`config.mk`:
```
export PLATFORM = sky130hd
export DESIGN_NAME = stack_with_delete_by_value_unit_flat
export DESIGN_NICKNAME = d
export VERILOG_FILES = /design/src/design/swd_pkg.sv /design/src/design/swd_if.sv /design/src/design/stack_with_delete_by_value_unit.sv /design/src/flat_wrapper.sv
export SDC_FILE = /design/constraint.sdc
export NUM_CORES = 1
export LEC_CHECK = 0
export BUFFER_PORTS_ARGS = -buffer_cell sky130_fd_sc_hd__buf_2
export CORE_ASPECT_RATIO = 1.75
export CORE_MARGIN = 5
export CORE_UTILIZATION = 46
export CTS_BUF_LIST = sky130_fd_sc_hd__clkbuf_4 sky130_fd_sc_hd__clkbuf_8 sky130_fd_sc_hd__clkbuf_16
export DETAILED_ROUTE_END_ITERATION = 7
export PLACE_DENSITY = 0.74
export SLEW_MARGIN = 40
export SYNTH_ARGS = -nofsm -noshare
export SYNTH_HDL_FRONTEND = slang
export SYNTH_SLANG_ARGS = --single-unit
```
`constraint.sdc`:
```
create_clock -name i_clk -period 4.85 [get_ports i_clk]
set_input_delay 0.2425 -clock i_clk [delete_from_list [all_inputs] [get_ports i_clk]]
set_output_delay 0.2425 -clock i_clk [all_outputs]
set_load 0.01 [all_outputs]
```
`src/design/swd_pkg.sv`:
```
// Package with widths, codes and types shared by the stack unit, its interfaces and its checker.
`timescale 1ns / 1ps
package swd_pkg;

    localparam int DEPTH    = 16;
    localparam int IDX_W    = (DEPTH > 1) ? $clog2(DEPTH) : 1;
    localparam int CNT_W    = $clog2(DEPTH + 1);
    localparam int DATA_W   = 32;
    localparam int KIND_W   = 2;
    localparam int STATUS_W = 2;
    localparam int COUNT_W  = 5;

    typedef logic signed [DATA_W-1:0] t_data;
    typedef logic [KIND_W-1:0]        t_kind;
    typedef logic [STATUS_W-1:0]      t_status;
    typedef logic [COUNT_W-1:0]       t_count;

    localparam t_kind KIND_PUSH   = 2'd0;
    localparam t_kind KIND_POP    = 2'd1;
    localparam t_kind KIND_DELETE = 2'd2;

    localparam t_status ST_OK        = 2'd0;
    localparam t_status ST_EMPTY     = 2'd1;
    localparam t_status ST_NOT_FOUND = 2'd2;
    localparam t_status ST_FULL      = 2'd3;

    localparam t_data DATA_NEG_ONE = '1;

    typedef struct packed {
        t_data   removed_value;
        t_status status;
        t_data   top_value;
        t_count  count;
        logic    is_empty;
    } t_result;

endpackage

```
`src/design/swd_if.sv`:
```
// Valid/ready channel interfaces for the operation beats and the result beats.
`timescale 1ns / 1ps
interface swd_in_if import swd_pkg::*; ();
    logic  valid;
    logic  ready;
    t_kind kind;
    t_data value;

    modport source (output valid, output kind, output value, input ready);
    modport sink (input valid, input kind, input value, output ready);
endinterface

interface swd_out_if import swd_pkg::*; ();
    logic    valid;
    logic    ready;
    t_data   removed_value;
    t_status status;
    t_data   top_value;
    t_count  count;
    logic    is_empty;

    modport source (output valid, output removed_value, output status, output top_value,
                    output count, output is_empty, input ready);
    modport sink (input valid, input removed_value, input status, input top_value,
                  input count, input is_empty, output ready);
endinterface

```
`src/design/stack_with_delete_by_value_unit.sv`:
```
// LIFO stack with delete by value, held in one synchronous memory.
// Push, an unused kind, a push to a full stack and a pop or delete on an empty stack go straight to
// the result state. Pop first reads the new top back from the memory, unless it empties the stack.
// Delete scans down one entry per cycle, then moves each entry above the match down one per
// cycle; a top match with entries left reads the new top back from the memory instead.
// One operation is in work at a time. Reset clears the count and the control; no memory sweep.
`timescale 1ns / 1ps
module stack_with_delete_by_value_unit import swd_pkg::*; (
    input  logic       i_clk,
    input  logic       i_rst_n,
    swd_in_if.sink     i_in,
    swd_out_if.source  o_out
);

    localparam logic [2:0] S_IDLE  = 3'd0;
    localparam logic [2:0] S_SCAN  = 3'd1;
    localparam logic [2:0] S_SHIFT = 3'd2;
    localparam logic [2:0] S_TOP   = 3'd3;
    localparam logic [2:0] S_DONE  = 3'd4;

    logic [2:0]       r_state, n_state;
    logic [CNT_W-1:0] r_count, n_count;
    logic [IDX_W-1:0] r_addr, n_addr;
    t_data            r_top, n_top;
    t_data            r_value, n_value;
    t_data            r_removed, n_removed;
    t_status          r_status, n_status;
    logic             r_out_valid;
    t_result          r_out;
    t_result          n_out;
    logic             out_load;
    logic             in_fire;

    t_data            r_mem [DEPTH];
    t_data            r_rdata;
    logic             mem_we;
    logic [IDX_W-1:0] mem_waddr;
    logic [IDX_W-1:0] mem_raddr;
    t_data            mem_wdata;

    assign i_in.ready = (r_state == S_IDLE);
    assign in_fire    = i_in.valid && i_in.ready;

    always_comb begin
        n_state   = r_state;
        n_count   = r_count;
        n_addr    = r_addr;
        n_top     = r_top;
        n_value   = r_value;
        n_removed = r_removed;
        n_status  = r_status;
        mem_we    = 1'b0;
        mem_waddr = r_addr;
        mem_wdata = r_rdata;
        mem_raddr = r_addr;
        out_load  = 1'b0;
        case (r_state)
            S_IDLE: begin
                if (in_fire) begin
                    n_value   = i_in.value;
                    n_removed = '0;
                    n_status  = ST_OK;
                    n_state   = S_DONE;
                    case (i_in.kind)
                        KIND_PUSH: begin
                            if (r_count == CNT_W'(DEPTH)) begin
                                n_status = ST_FULL;
                            end else begin
                                mem_we    = 1'b1;
                                mem_waddr = IDX_W'(r_count);
                                mem_wdata = i_in.value;
                                n_count   = r_count + 1'b1;
                                n_top     = i_in.value;
                            end
                        end
                        KIND_POP: begin
                            if (r_count == '0) begin
                                n_removed = DATA_NEG_ONE;
                                n_status  = ST_EMPTY;
                            end else begin
                                n_removed = r_top;
                                n_count   = r_count - 1'b1;
                                if (r_count != CNT_W'(1)) begin
                                    mem_raddr = IDX_W'(r_count - CNT_W'(2));
                                    n_state   = S_TOP;
                                end
                            end
                        end
                        KIND_DELETE: begin
                            if (r_count == '0) begin
                                n_status = ST_NOT_FOUND;
                            end else begin
                                mem_raddr = IDX_W'(r_count - 1'b1);
                                n_addr    = IDX_W'(r_count - 1'b1);
                                n_state   = S_SCAN;
                            end
                        end
                        default: begin
                        end
                    endcase
                end
            end
            S_SCAN: begin
                if (r_rdata == r_value) begin
                    if (CNT_W'(r_addr) == r_count - 1'b1) begin
                        n_count = r_count - 1'b1;
                        if (r_count != CNT_W'(1)) begin
                            mem_raddr = IDX_W'(r_count - CNT_W'(2));
                            n_state   = S_TOP;
                        end else begin
                            n_state = S_DONE;
                        end
                    end else begin
                        mem_raddr = r_addr + 1'b1;
                        n_state   = S_SHIFT;
                    end
                end else if (r_addr == '0) begin
                    n_status = ST_NOT_FOUND;
                    n_state  = S_DONE;
                end else begin
                    mem_raddr = r_addr - 1'b1;
                    n_addr    = r_addr - 1'b1;
                end
            end
            S_SHIFT: begin
                mem_we    = 1'b1;
                mem_waddr = r_addr;
                mem_wdata = r_rdata;
                if (CNT_W'(r_addr) + CNT_W'(2) == r_count) begin
                    n_count = r_count - 1'b1;
                    n_state = S_DONE;
                end else begin
                    mem_raddr = IDX_W'(CNT_W'(r_addr) + CNT_W'(2));
                    n_addr    = r_addr + 1'b1;
                end
            end
            S_TOP: begin
                n_top   = r_rdata;
                n_state = S_DONE;
            end
            S_DONE: begin
                if (!r_out_valid || o_out.ready) begin
                    out_load = 1'b1;
                    n_state  = S_IDLE;
                end
            end
            default: begin
                n_state = S_IDLE;
            end
        endcase
    end

    always_comb begin
        n_out.removed_value = r_removed;
        n_out.status        = r_status;
        n_out.top_value     = (r_count == '0) ? DATA_NEG_ONE : r_top;
        n_out.count         = COUNT_W'(r_count);
        n_out.is_empty      = (r_count == '0);
    end

    always_ff @(posedge i_clk) begin
        if (mem_we) begin
            r_mem[mem_waddr] <= mem_wdata;
        end
        r_rdata <= r_mem[mem_raddr];
    end

    always_ff @(posedge i_clk) begin
        if (!i_rst_n) begin
            r_state     <= S_IDLE;
            r_count     <= '0;
            r_out_valid <= 1'b0;
        end else begin
            r_state     <= n_state;
            r_count     <= n_count;
            r_out_valid <= out_load || (r_out_valid && !o_out.ready);
        end
    end

    always_ff @(posedge i_clk) begin
        r_addr    <= n_addr;
        r_top     <= n_top;
        r_value   <= n_value;
        r_removed <= n_removed;
        r_status  <= n_status;
        if (out_load) begin
            r_out <= n_out;
        end
    end

    assign o_out.valid         = r_out_valid;
    assign o_out.removed_value = r_out.removed_value;
    assign o_out.status        = r_out.status;
    assign o_out.top_value     = r_out.top_value;
    assign o_out.count         = r_out.count;
    assign o_out.is_empty      = r_out.is_empty;

endmodule

```
`src/flat_wrapper.sv`:
```
// flat-port wrapper written by rule: the top's interface ports become plain ports
module stack_with_delete_by_value_unit_flat import swd_pkg::*;
  (i_clk, i_rst_n, i_in_valid, i_in_kind, i_in_value, i_in_ready, o_out_valid, o_out_removed_value, o_out_status, o_out_top_value, o_out_count, o_out_is_empty, o_out_ready);
  swd_in_if i_in_i ();
  swd_out_if o_out_i ();
  input  logic i_clk;
  input  logic i_rst_n;
  input wire logic [$bits(i_in_i.valid)-1:0] i_in_valid;
  input wire logic [$bits(i_in_i.kind)-1:0] i_in_kind;
  input wire logic [$bits(i_in_i.value)-1:0] i_in_value;
  output wire logic [$bits(i_in_i.ready)-1:0] i_in_ready;
  output wire logic [$bits(o_out_i.valid)-1:0] o_out_valid;
  output wire logic [$bits(o_out_i.removed_value)-1:0] o_out_removed_value;
  output wire logic [$bits(o_out_i.status)-1:0] o_out_status;
  output wire logic [$bits(o_out_i.top_value)-1:0] o_out_top_value;
  output wire logic [$bits(o_out_i.count)-1:0] o_out_count;
  output wire logic [$bits(o_out_i.is_empty)-1:0] o_out_is_empty;
  input wire logic [$bits(o_out_i.ready)-1:0] o_out_ready;
  assign i_in_i.valid = i_in_valid;
  assign i_in_i.kind = i_in_kind;
  assign i_in_i.value = i_in_value;
  assign i_in_ready = i_in_i.ready;
  assign o_out_valid = o_out_i.valid;
  assign o_out_removed_value = o_out_i.removed_value;
  assign o_out_status = o_out_i.status;
  assign o_out_top_value = o_out_i.top_value;
  assign o_out_count = o_out_i.count;
  assign o_out_is_empty = o_out_i.is_empty;
  assign o_out_i.ready = o_out_ready;
  stack_with_delete_by_value_unit u_core (.i_clk(i_clk), .i_rst_n(i_rst_n), .i_in(i_in_i), .o_out(o_out_i));
endmodule
```
-- Word-level counts from Yosys, hierarchy flattened
Memory sizes are Yosys's and may differ from the RTL's. A register that Yosys moved wholly into a read port is not among the register bits.
Cells that the tools add are included.
- $add $sub $neg: 6
- divide/modulo/power cells: 0
- multiply operators: 0
- reductions and logical operators: 19
- muxes and demuxes: 63
- order comparisons: 0
- shift-type cells: 0
- bitwise gates (word level): 0
- equal/unequal tests: 26
- operators by type and width (kind ; count):
    $mux W32 ; 8
    $mux W4 ; 16
    $pmux W32 S2 ; 1
    $eq A32 B32 Y1 ; 1
    $mux W5 ; 6
    $mux W3 ; 9
    $pmux W4 S3 ; 2
    $pmux W3 S5 ; 1
    $pmux W5 S3 ; 1
    $ne A2 B2 Y1 const B ; 6
    $reduce_and A4 Y1 ; 3
    $mux W2 ; 5
    $ne A2 B1 Y1 const B ; 5
    $pmux W5 S2 ; 1
    $ne A3 B3 Y1 const B ; 3
    $mux W1 ; 8
    $pmux W4 S2 ; 1
    $reduce_and A8 Y1 ; 1
    $eq A3 B2 Y1 const B ; 2
    $pmux W2 S3 ; 1
    $pmux W3 S2 ; 1
    $add A4 B2 Y5 const B ; 1
    $add A5 B1 Y5 const B ; 1
    $eq A4 B5 Y1 ; 1
    25 further kinds ; 29
- memories: 1
- flip-flop bits (word level): 183
- memory bits (writable): 512
- logic and storage cells: 128
- latch bits: 0
- input port bits: 38
- output and inout bits: 74
- bits in read-only memories: 0
- memory list (name ; depth ; width ; read ports ; clocked after memory_dff ; wr ports ; RTL line ; RTL):
    u_core.r_mem ; 16 ; 32 ; 1 ; 1 ; 1 ; stack_with_delete_by_value_unit.sv:34 ; t_data r_mem [DEPTH];

-- Logic depth before layout (Yosys ltp)
Gate-level depths: netlist of the first run.
- word-level depth: 7
- depth in mapped cells: 18
- mapped depth without buffers: 13

-- Least setup slack after synthesis of the first run
No wires, ideal clock.
- path kind: register -> register
- start: register u_core.r_state[0]
- end: memory u_core.r_mem[14][0] (netlist bit), enable pin
- cell stages (with the launch flop): 9
- library setup time: 421 ps
- data arrival time: 3487 ps
- data required time: 4429 ps
- path slack: 942 ps
- buffers on the path: 2
- clock period less this slack: 3908 ps
- cells stage by stage: dfxtp_1 > clkbuf_1 > nor3_1 > nand2_1 > or2_2 > clkbuf_1 > nor3_1 > a31oi_1 > nor2_1
- longest elaborated chain between the ends: 6
- elaborated cells on any way between the ends: 9
- classes of those cells: eq/ne (1); mux (6); reduce/logical (2)
- ends and longest elaborated chain (element ; RTL line ; RTL):
    start: declaration ; stack_with_delete_by_value_unit.sv:21 ; logic [2:0] r_state, n_state;
    start signal: assignment ; stack_with_delete_by_value_unit.sv:174 ; r_state <= n_state;
    $logic_not A3 Y1 * ; stack_with_delete_by_value_unit.sv:41 ; assign i_in.ready = (r_state == S_IDLE);
    net i_in_ready ; flat_wrapper.sv:11 ; output wire logic [$bits(i_in_i.ready)-1:0] i_in_ready;
    $logic_and A1 B1 Y1 ; stack_with_delete_by_value_unit.sv:42 ; assign in_fire = i_in.valid && i_in.ready;
    $mux W1 ; stack_with_delete_by_value_unit.sv:59 ; if (in_fire) begin
    $pmux W1 S2 ; stack_with_delete_by_value_unit.sv:57 ; case (r_state)
    $mux W1 ; stack_with_delete_by_value_unit.sv:162 ; if (mem_we) begin
    $mux W1 (not written as such) ; stack_with_delete_by_value_unit.sv:163 ; r_mem[mem_waddr] <= mem_wdata;
    end: declaration ; stack_with_delete_by_value_unit.sv:34 ;
Mark *: on every way through the listed nets, which the timed path passes. The rest lies on a longest branch.

-- Worst setup path after layout of the first run
- start: register u_core.r_addr[2]
- end: register u_core.r_rdata[12], read port of u_core.r_mem
- longest elaborated chain between the ends: 5
- elaborated cells on any way between the ends: 16
- classes of those cells: add/sub (3); eq/ne (2); mux (10); reduce/logical (1)
- ends and longest elaborated chain (element ; RTL line ; RTL):
    start: declaration ; stack_with_delete_by_value_unit.sv:23 ; logic [IDX_W-1:0] r_addr, n_addr;
    start signal: assignment ; stack_with_delete_by_value_unit.sv:181 ; r_addr <= n_addr;
    branches (longest 4 deep; another with $add A4 B2 Y5) ; - ;
    $pmux W4 S3 * ; stack_with_delete_by_value_unit.sv:57 ;
    end: declaration ; stack_with_delete_by_value_unit.sv:35 ; t_data r_rdata;
Mark *: on every way between the ends.
A chain may end at the register's enable or synchronous reset.

==> impl_metrics.json, run 1 <==
{
  "diodes": 0,
  "core_area_um2": 64000,
  "ir_drop_mv": 0.295,
  "hold_start": "i_in_kind[1]",
  "postCtsHoldBufs": 35,
  "grt_usage_pct": 20.1,
  "clkPwrFrac_pct": 29.3,
  "avgSynthCellArea_um2": 15.1,
  "finClkSkew_ps": 27.2,
  "synth_nets": 2014,
  "syn-cell-area_um2": 29600,
  "p_leak_uw": 0.0117,
  "tns_ps": 0,
  "hold_class": "input port to register",
  "grt_max_degree": 65,
  "via_count": 17400,
  "end_kind": "register",
  "cpMaxStageDelayCell": "o32ai_1",
  "cts_tree": "yes",
  "post-cts-setup-buffers": 0,
  "critPathArrivalTime_ps": 4880,
  "tightest_slew_ps": 778,
  "cts_buffers": 56,
  "cts_root_buffer": "clkbuf_16",
  "power_frac_seq_pct": 50.2,
  "outcome": "finished, final reports clean",
  "area_delta_synth_final_pct": 14.4,
  "r2r_start": "u_core.r_addr[2]",
  "hold_viol": 0,
  "cts_resized": 0,
  "syn_inst": 1960,
  "final-setup-viol-count": 0,
  "synth.area.top_cells": "edfxtp_1, mux2i_1, nand2_1, dfxtp_1, and2_1",
  "die_height_um": 346,
  "cp.required_ps": 5410,
  "antenna_found_initial": 0,
  "fin_cells": 2981,
  "vias_per_cell": 5.83,
  "timing.fmax_ghz": 0.232,
  "synth-main-ff-cell": "edfxtp_1",
  "start_util_pct": 46.2,
  "grt_first_pass_wirelength_um": 108000,
  "timing.final.crit_period_ps": 4310,
  "grt-ovfl-total": 0,
  "synth_cell_types": 68,
  "pre_cts_slack_ps": 637,
  "worstSetupPathType": "register to register",
  "cp_max_fo": 12,
  "slowest_delay_ps": 720,
  "internal_power_uw": 11700,
  "ant_nets": 0,
  "yosys.area.top_type_share_pct": 69.6,
  "portBuffers": 111,
  "layout.nets": 2176,
  "rsz0062_at_grt": "false",
  "maxSlewHeadroom_pct": 48.0,
  "first_pass_iters": 6,
  "row_count": 123,
  "finalCoreUtilization_pct": 52.9,
  "dpl.hpwl_um": 45200,
  "p_sw_uw": 4640,
  "setup_ws_ps": 536,
  "cts.sinks": 727,
  "pwr-share-comb_pct": 20.5,
  "yosysSeqAreaShare_pct": 72.4,
  "synth_edf_count": 686,
  "place.gp.congestion": 0.865,
  "worstSetupStartpointType": "register",
  "dieArea_um2": 69700,
  "yosysWarnings": 0,
  "cpMostUsedCell": "buf_4",
  "htree_levels": 2,
  "worstSetupStartpoint": "u_core.r_addr[2]",
  "synth-seq-cells": 727,
  "swShare_pct": 28.5,
  "grt_pass1_vias": 17300,
  "clk_pin_slew_worst_paths_ps": 70,
  "period_share_pct": 89.0,
  "post_drt_wl_per_cell_um": 24.3,
  "dpl.cell_count": 2841,
  "async_flop_share_pct": 0,
  "drc_errors": 0,
  "drtIter0Drc": 1605,
  "insertion_delay_ps": 620,
  "layout-drive-gt1-share_pct": 18.9,
  "clockBufferDepth": 3,
  "worstPathCellList": "buf_4, ha_1, xnor3_1, nand4_1, nor3_1, o21ai_0, o2111ai_1, a21oi_4, buf_4, or2_1, buf_4, o32ai_1, a221o_1",
  "boundaryPins": 112,
  "power-per-cell-area_nw_per_um2": 481,
  "wirelength_um": 72400,
  "slew_viol_final": 0,
  "cap_violations": 0,
  "die-width_um": 202,
  "synth_area_leader_cell": "edfxtp_1"
}
==> cell type report <==
type / instances / area [µm²]
Multi-Input combinational cell: 1094 / 7660
Clock inverter: 31 / 357
Sequential cell: 727 / 21400
Tap cell: 812 / 1020
Clock buffer: 74 / 1590
Fill cell: 4980 / 30200
Timing Repair Buffer: 223 / 1730
Inverter: 20 / 76.3
==> flip-flops by register name, summed over array words and instances, names as in the netlist <==
name,count
u_core.r_addr,4
u_core.r_state,3
u_core.r_top,32
u_core.r_mem,512
u_core.o_out.count,5
u_core.o_out.status,2
u_core.r_value,32
u_core.o_out.is_empty,1
u_core.r_rdata,32
u_core.o_out.top_value,32
u_core.r_status,2
u_core.r_removed,32
u_core.o_out.valid,1
u_core.o_out.removed_value,32
u_core.r_count,5
==> cells in the final DEF, fill, tap and decap left out, types with 22 or more instances in the layout <==
| cell | instances |
|---|---|
| and2_1 | 119 |
| xor2_1 | 36 |
| buf_4 | 55 |
| nand2_1 | 276 |
| a211oi_1 | 60 |
| a21oi_1 | 22 |
| dfxtp_1 | 41 |
| edfxtp_1 | 686 |
| and3_1 | 30 |
| o32ai_1 | 27 |
| mux2i_1 | 114 |
| clkbuf_16 | 56 |
| buf_2 | 113 |
| a31oi_1 | 54 |
| a221o_1 | 27 |
| dlygate4sd3_1 | 35 |
| nor2_1 | 27 |
| nand2b_1 | 34 |
| mux2_2 | 61 |
==> power groups by stage <==
stage | logic, µW | registers (µW) | clock network, µW
after floorplan | 2200 | 8190 | 0
after global placement | 3160 | 8300 | 0
after detailed placement | 3270 | 8310 | 0
after CTS | 3310 | 8180 | 4850
after global routing | 3580 | 8210 | 5110
final | 3330 | 8180 | 4780
==> metal layers <==
layer  vias up  share of wire, %  global-route usage (%)
met5         -                 0                       0
met4         0               4.0                    7.76
met3       170               6.2                    2.60
met2       738                53                    36.9
met1      8709                36                    24.0
li1       7748                 -                       -
==> through the flow <==
stage          hold slack [ps]  instance area [µm²]  total power [µW]
4_1_cts                    116                33800             16300
6_report                   141                33900             16300
2_1_floorplan              341                29600             10400
5_1_grt                    143                33900             16900
3_5_place_dp               405                31500             11600
3_3_place_gp               401                31400             11500
==> cell families (layout without fill, tap and decap cells) <==
logic type / count (synthesis) / in the layout / share of synthesized area, %
AOI/OAI and AO/OA: 293 / 293 / 7.70
and+or+nand+nor: 559 / 559 / 9.09
adders and majority gates: 16 / 16 / 0.677
xor gates and xnor gates: 50 / 50 / 1.53
muxes: 176 / 176 / 6.23
DFF: 727 / 727 / 72.4
buffers and inverters: 139 / 348 / 2.38
==> worst max-delay path: cells and delay by family (launching register included) <==
family                     cells  cell delay (ps)
and+or+nand+nor                3             1040
adders and majority gates      1              230
buffers and inverters          3              700
xor gates and xnor gates       1              210
DFF                            1              630
AOI/OAI and AO/OA              5             1440
==> path summary, 6_finish.rpt <==
path / to / slack (ps) / cells after the start
setup reg to reg: u_core.r_rdata[12] / 540 / 13
hold / removal: u_core.r_status[0] / 140 / 3
setup / recovery: u_core.r_rdata[12] / 540 / 13
hold reg to reg: u_core.o_out.removed_value[30] / 400 / 0
==> synthesized netlist by cell type, drive strengths merged, types with 3 or more instances <==
cell type and count:
o221ai 5, mux2i 114, nor2 44, o22ai 8, nand2 276, a21boi 4, o21ai 23, a221o 27
nor3 17, dfxtp 41, nand4 5, o32ai 27, and2 119, clkbuf 55, and3 31, nand3 8
mux2 62, xor2 36, a211oi 80, or2 3, xnor2 13, a21oi 23, ha 16, nand2b 34
o211ai 5, nor2b 3, a22o 11, a22oi 3, edfxtp 686, a31oi 58, nor4 11, buf 64
inv 19, or3 3
Power figures use the tool's default switching activity.
==> run 2, diff against run 1 <==
GPL_TIMING_DRIVEN = 0   (was not set)
PLACE_DENSITY = 0.77   (was 0.74)
clock period = 3.48 ns   (was 4.85 ns; I/O delays follow)
==> run 2 against run 1 <==
  * The flow now finishes with violations (DRC, setup timing)
  * Register-to-register slack got worse by 910 ps
  * Sequential share of layout area fell by 5.8 points
  * Setup slack got worse by 910 ps
  * Die area did not move
  * First-iteration DRC count rose by 35%
  * Global-route usage rose by 3.8 points
  * Core utilization rose by 5.4 points
  * Total power rose by 56%
  * Flip-flop and latch count did not move
  * Cell area rose by 10%
  * Combinational power rose by 110%
  * Maximum frequency rose by 12%
==> impl_metrics.json, run 2 (synthesis results as in run 1) <==
{
  "outcome": "complete, but fails checks",
  "violations": "DRC, setup timing",
  "p_leak_uw": 0.0130,
  "r2r_cells": 13,
  "hold_viol": 0,
  "clk_pin_slew_worst_paths_ps": 70,
  "power_uw": 25400,
  "diodes": 0,
  "wirelength_um": 90700,
  "cts_root_buffer": "clkbuf_16",
  "tns_ps": -7750,
  "grt_max_degree": 48,
  "cts_buffers": 57,
  "period_share_pct": 111,
  "portBuffers": 111,
  "cp_max_fo": 10,
  "dpl.hpwl_um": 57300,
  "r2r_start": "u_core.r_rdata[2]",
  "power-per-cell-area_nw_per_um2": 682,
  "die-width_um": 202,
  "worstSetupPathType": "register to register",
  "vias_per_cell": 6.23,
  "drtIter0Drc": 2160,
  "ir_drop_mv": 0.470,
  "core_area_um2": 64000,
  "reg2reg_to": "u_core.r_rdata[28]",
  "cp.required_ps": 3990,
  "htree_levels": 2,
  "grt-ovfl-total": 0,
  "worstSetupStartpointType": "register",
  "ant_nets": 0,
  "layout_commonest_cell": "edfxtp_1",
  "layout.nets": 2335,
  "place.gp.congestion": 0.916,
  "timing.fmax_ghz": 0.260,
  "end_kind": "register",
  "start_util_pct": 46.2,
  "setup_ws_ps": -369,
  "via_count": 19600,
  "hold_start": "i_in_kind[1]",
  "critPathArrivalTime_ps": 4360,
  "hold_depth": 3,
  "final-setup-viol-count": 32,
  "post_drt_wl_per_cell_um": 28.9,
  "finalCoreUtilization_pct": 58.2,
  "slew_viol_final": 0,
  "layout_common_cells": "edfxtp_1, nand2_1, and2_1",
  "first_pass_iters": 8,
  "regToRegSetupSlack_ps": -370,
  "timing.final.crit_period_ps": 3850,
  "boundaryPins": 112,
  "layout-drive-gt1-share_pct": 29.6,
  "area_delta_synth_final_pct": 26.0,
  "holdPathEnd": "u_core.r_status[0]",
  "insertion_delay_ps": 650,
  "drc_errors": 3,
  "clockBufferDepth": 3,
  "cap_violations": 0,
  "grt_pass1_vias": 19600,
  "dieArea_um2": 69700,
  "grt_usage_pct": 23.9,
  "tightest_slew_ps": 778,
  "grt_first_pass_wirelength_um": 125000,
  "cts_tree": "yes",
  "largest_reg_flops": 512,
  "hold_class": "input port to register",
  "rsz0062_at_grt": "true",
  "top_register": "u_core.r_mem",
  "cts.sinks": 727,
  "finClkSkew_ps": 30.9,
  "antenna_found_initial": 0,
  "maxSlewHeadroom_pct": 48.0,
  "row_count": 123,
  "die_height_um": 346
}
-- run 2: stage by stage --
| step | setup slack (ps) | hold slack (ps) | cell area (µm²) | std cells |
|---|---|---|---|---|
| after floorplan | -425 | 273 | 29600 | 1960 |
| after global placement | -2820 | 390 | 31200 | 2883 |
| after detailed placement | -1240 | 388 | 32100 | 2922 |
| after CTS | -182 | 24.4 | 36700 | 3115 |
| after global routing | -421 | 50.3 | 37300 | 3142 |
| final | -369 | 43.9 | 37300 | 3142 |
-- run 2: worst max-delay path: stages, from the launching register on --
cell	delay [ps]
dfxtp_1	470
xor2_1	160
nor4_2	320
nand4_1	120
buf_4	180
or2_4	230
a22o_4	260
or4_4	610
buf_12	190
buf_16	160
buf_12	160
a211oi_2	330
a31oi_1	100
a221o_1	420
-- run 2: routing by layer --
layer | track usage, % | share of wire [%]
met1 | 24.6 | 30
met2 | 43.8 | 51
met3 | 3.36 | 8.3
met4 | 17.7 | 10
met5 | 0 | 0
-- run 2: cell type report --
class	instances	area (µm²)
Multi-Input combinational cell	1094	8790
Sequential cell	727	21400
Timing Repair Buffer	264	2510
Inverter	20	120
Buffer	117	1450
Tap cell	812	1020
Clock buffer	67	1520
Fill cell	4387	26700
Clock inverter	41	440
-- run 2: how the worst max path moves through the flow --
stage | startpoint | to | slack, ps
after global routing | u_core.r_value[24] | u_core.r_rdata[29] | -420
after CTS | u_core.r_count[0] | u_core.r_rdata[4] | -180
after detailed placement | u_core.r_addr[1] | u_core.r_rdata[15] | -1240
final | u_core.r_rdata[2] | u_core.r_rdata[28] | -370
after global placement | u_core.r_state[0] | u_core.r_mem[7][5] | -2820
after floorplan | u_core.r_state[0] | u_core.r_mem[14][0] | -430
-- run 2: report_power, final --
part | switching [µW] | internal [µW]
clock | 3130 | 3750
sequential | 412 | 11000
combinational | 4430 | 2710
-- run 2: what timing repair did --
action | CTS | global route
buffers inserted | 44 | 24
pin swaps | 52 | 27
cloned | 8 | 6
endpoints found under the setup margin | 1024 | 388
gates resized for setup | 376 | 85
hold buffers | 34 | 0
hold endpoints to repair | 71 | 0
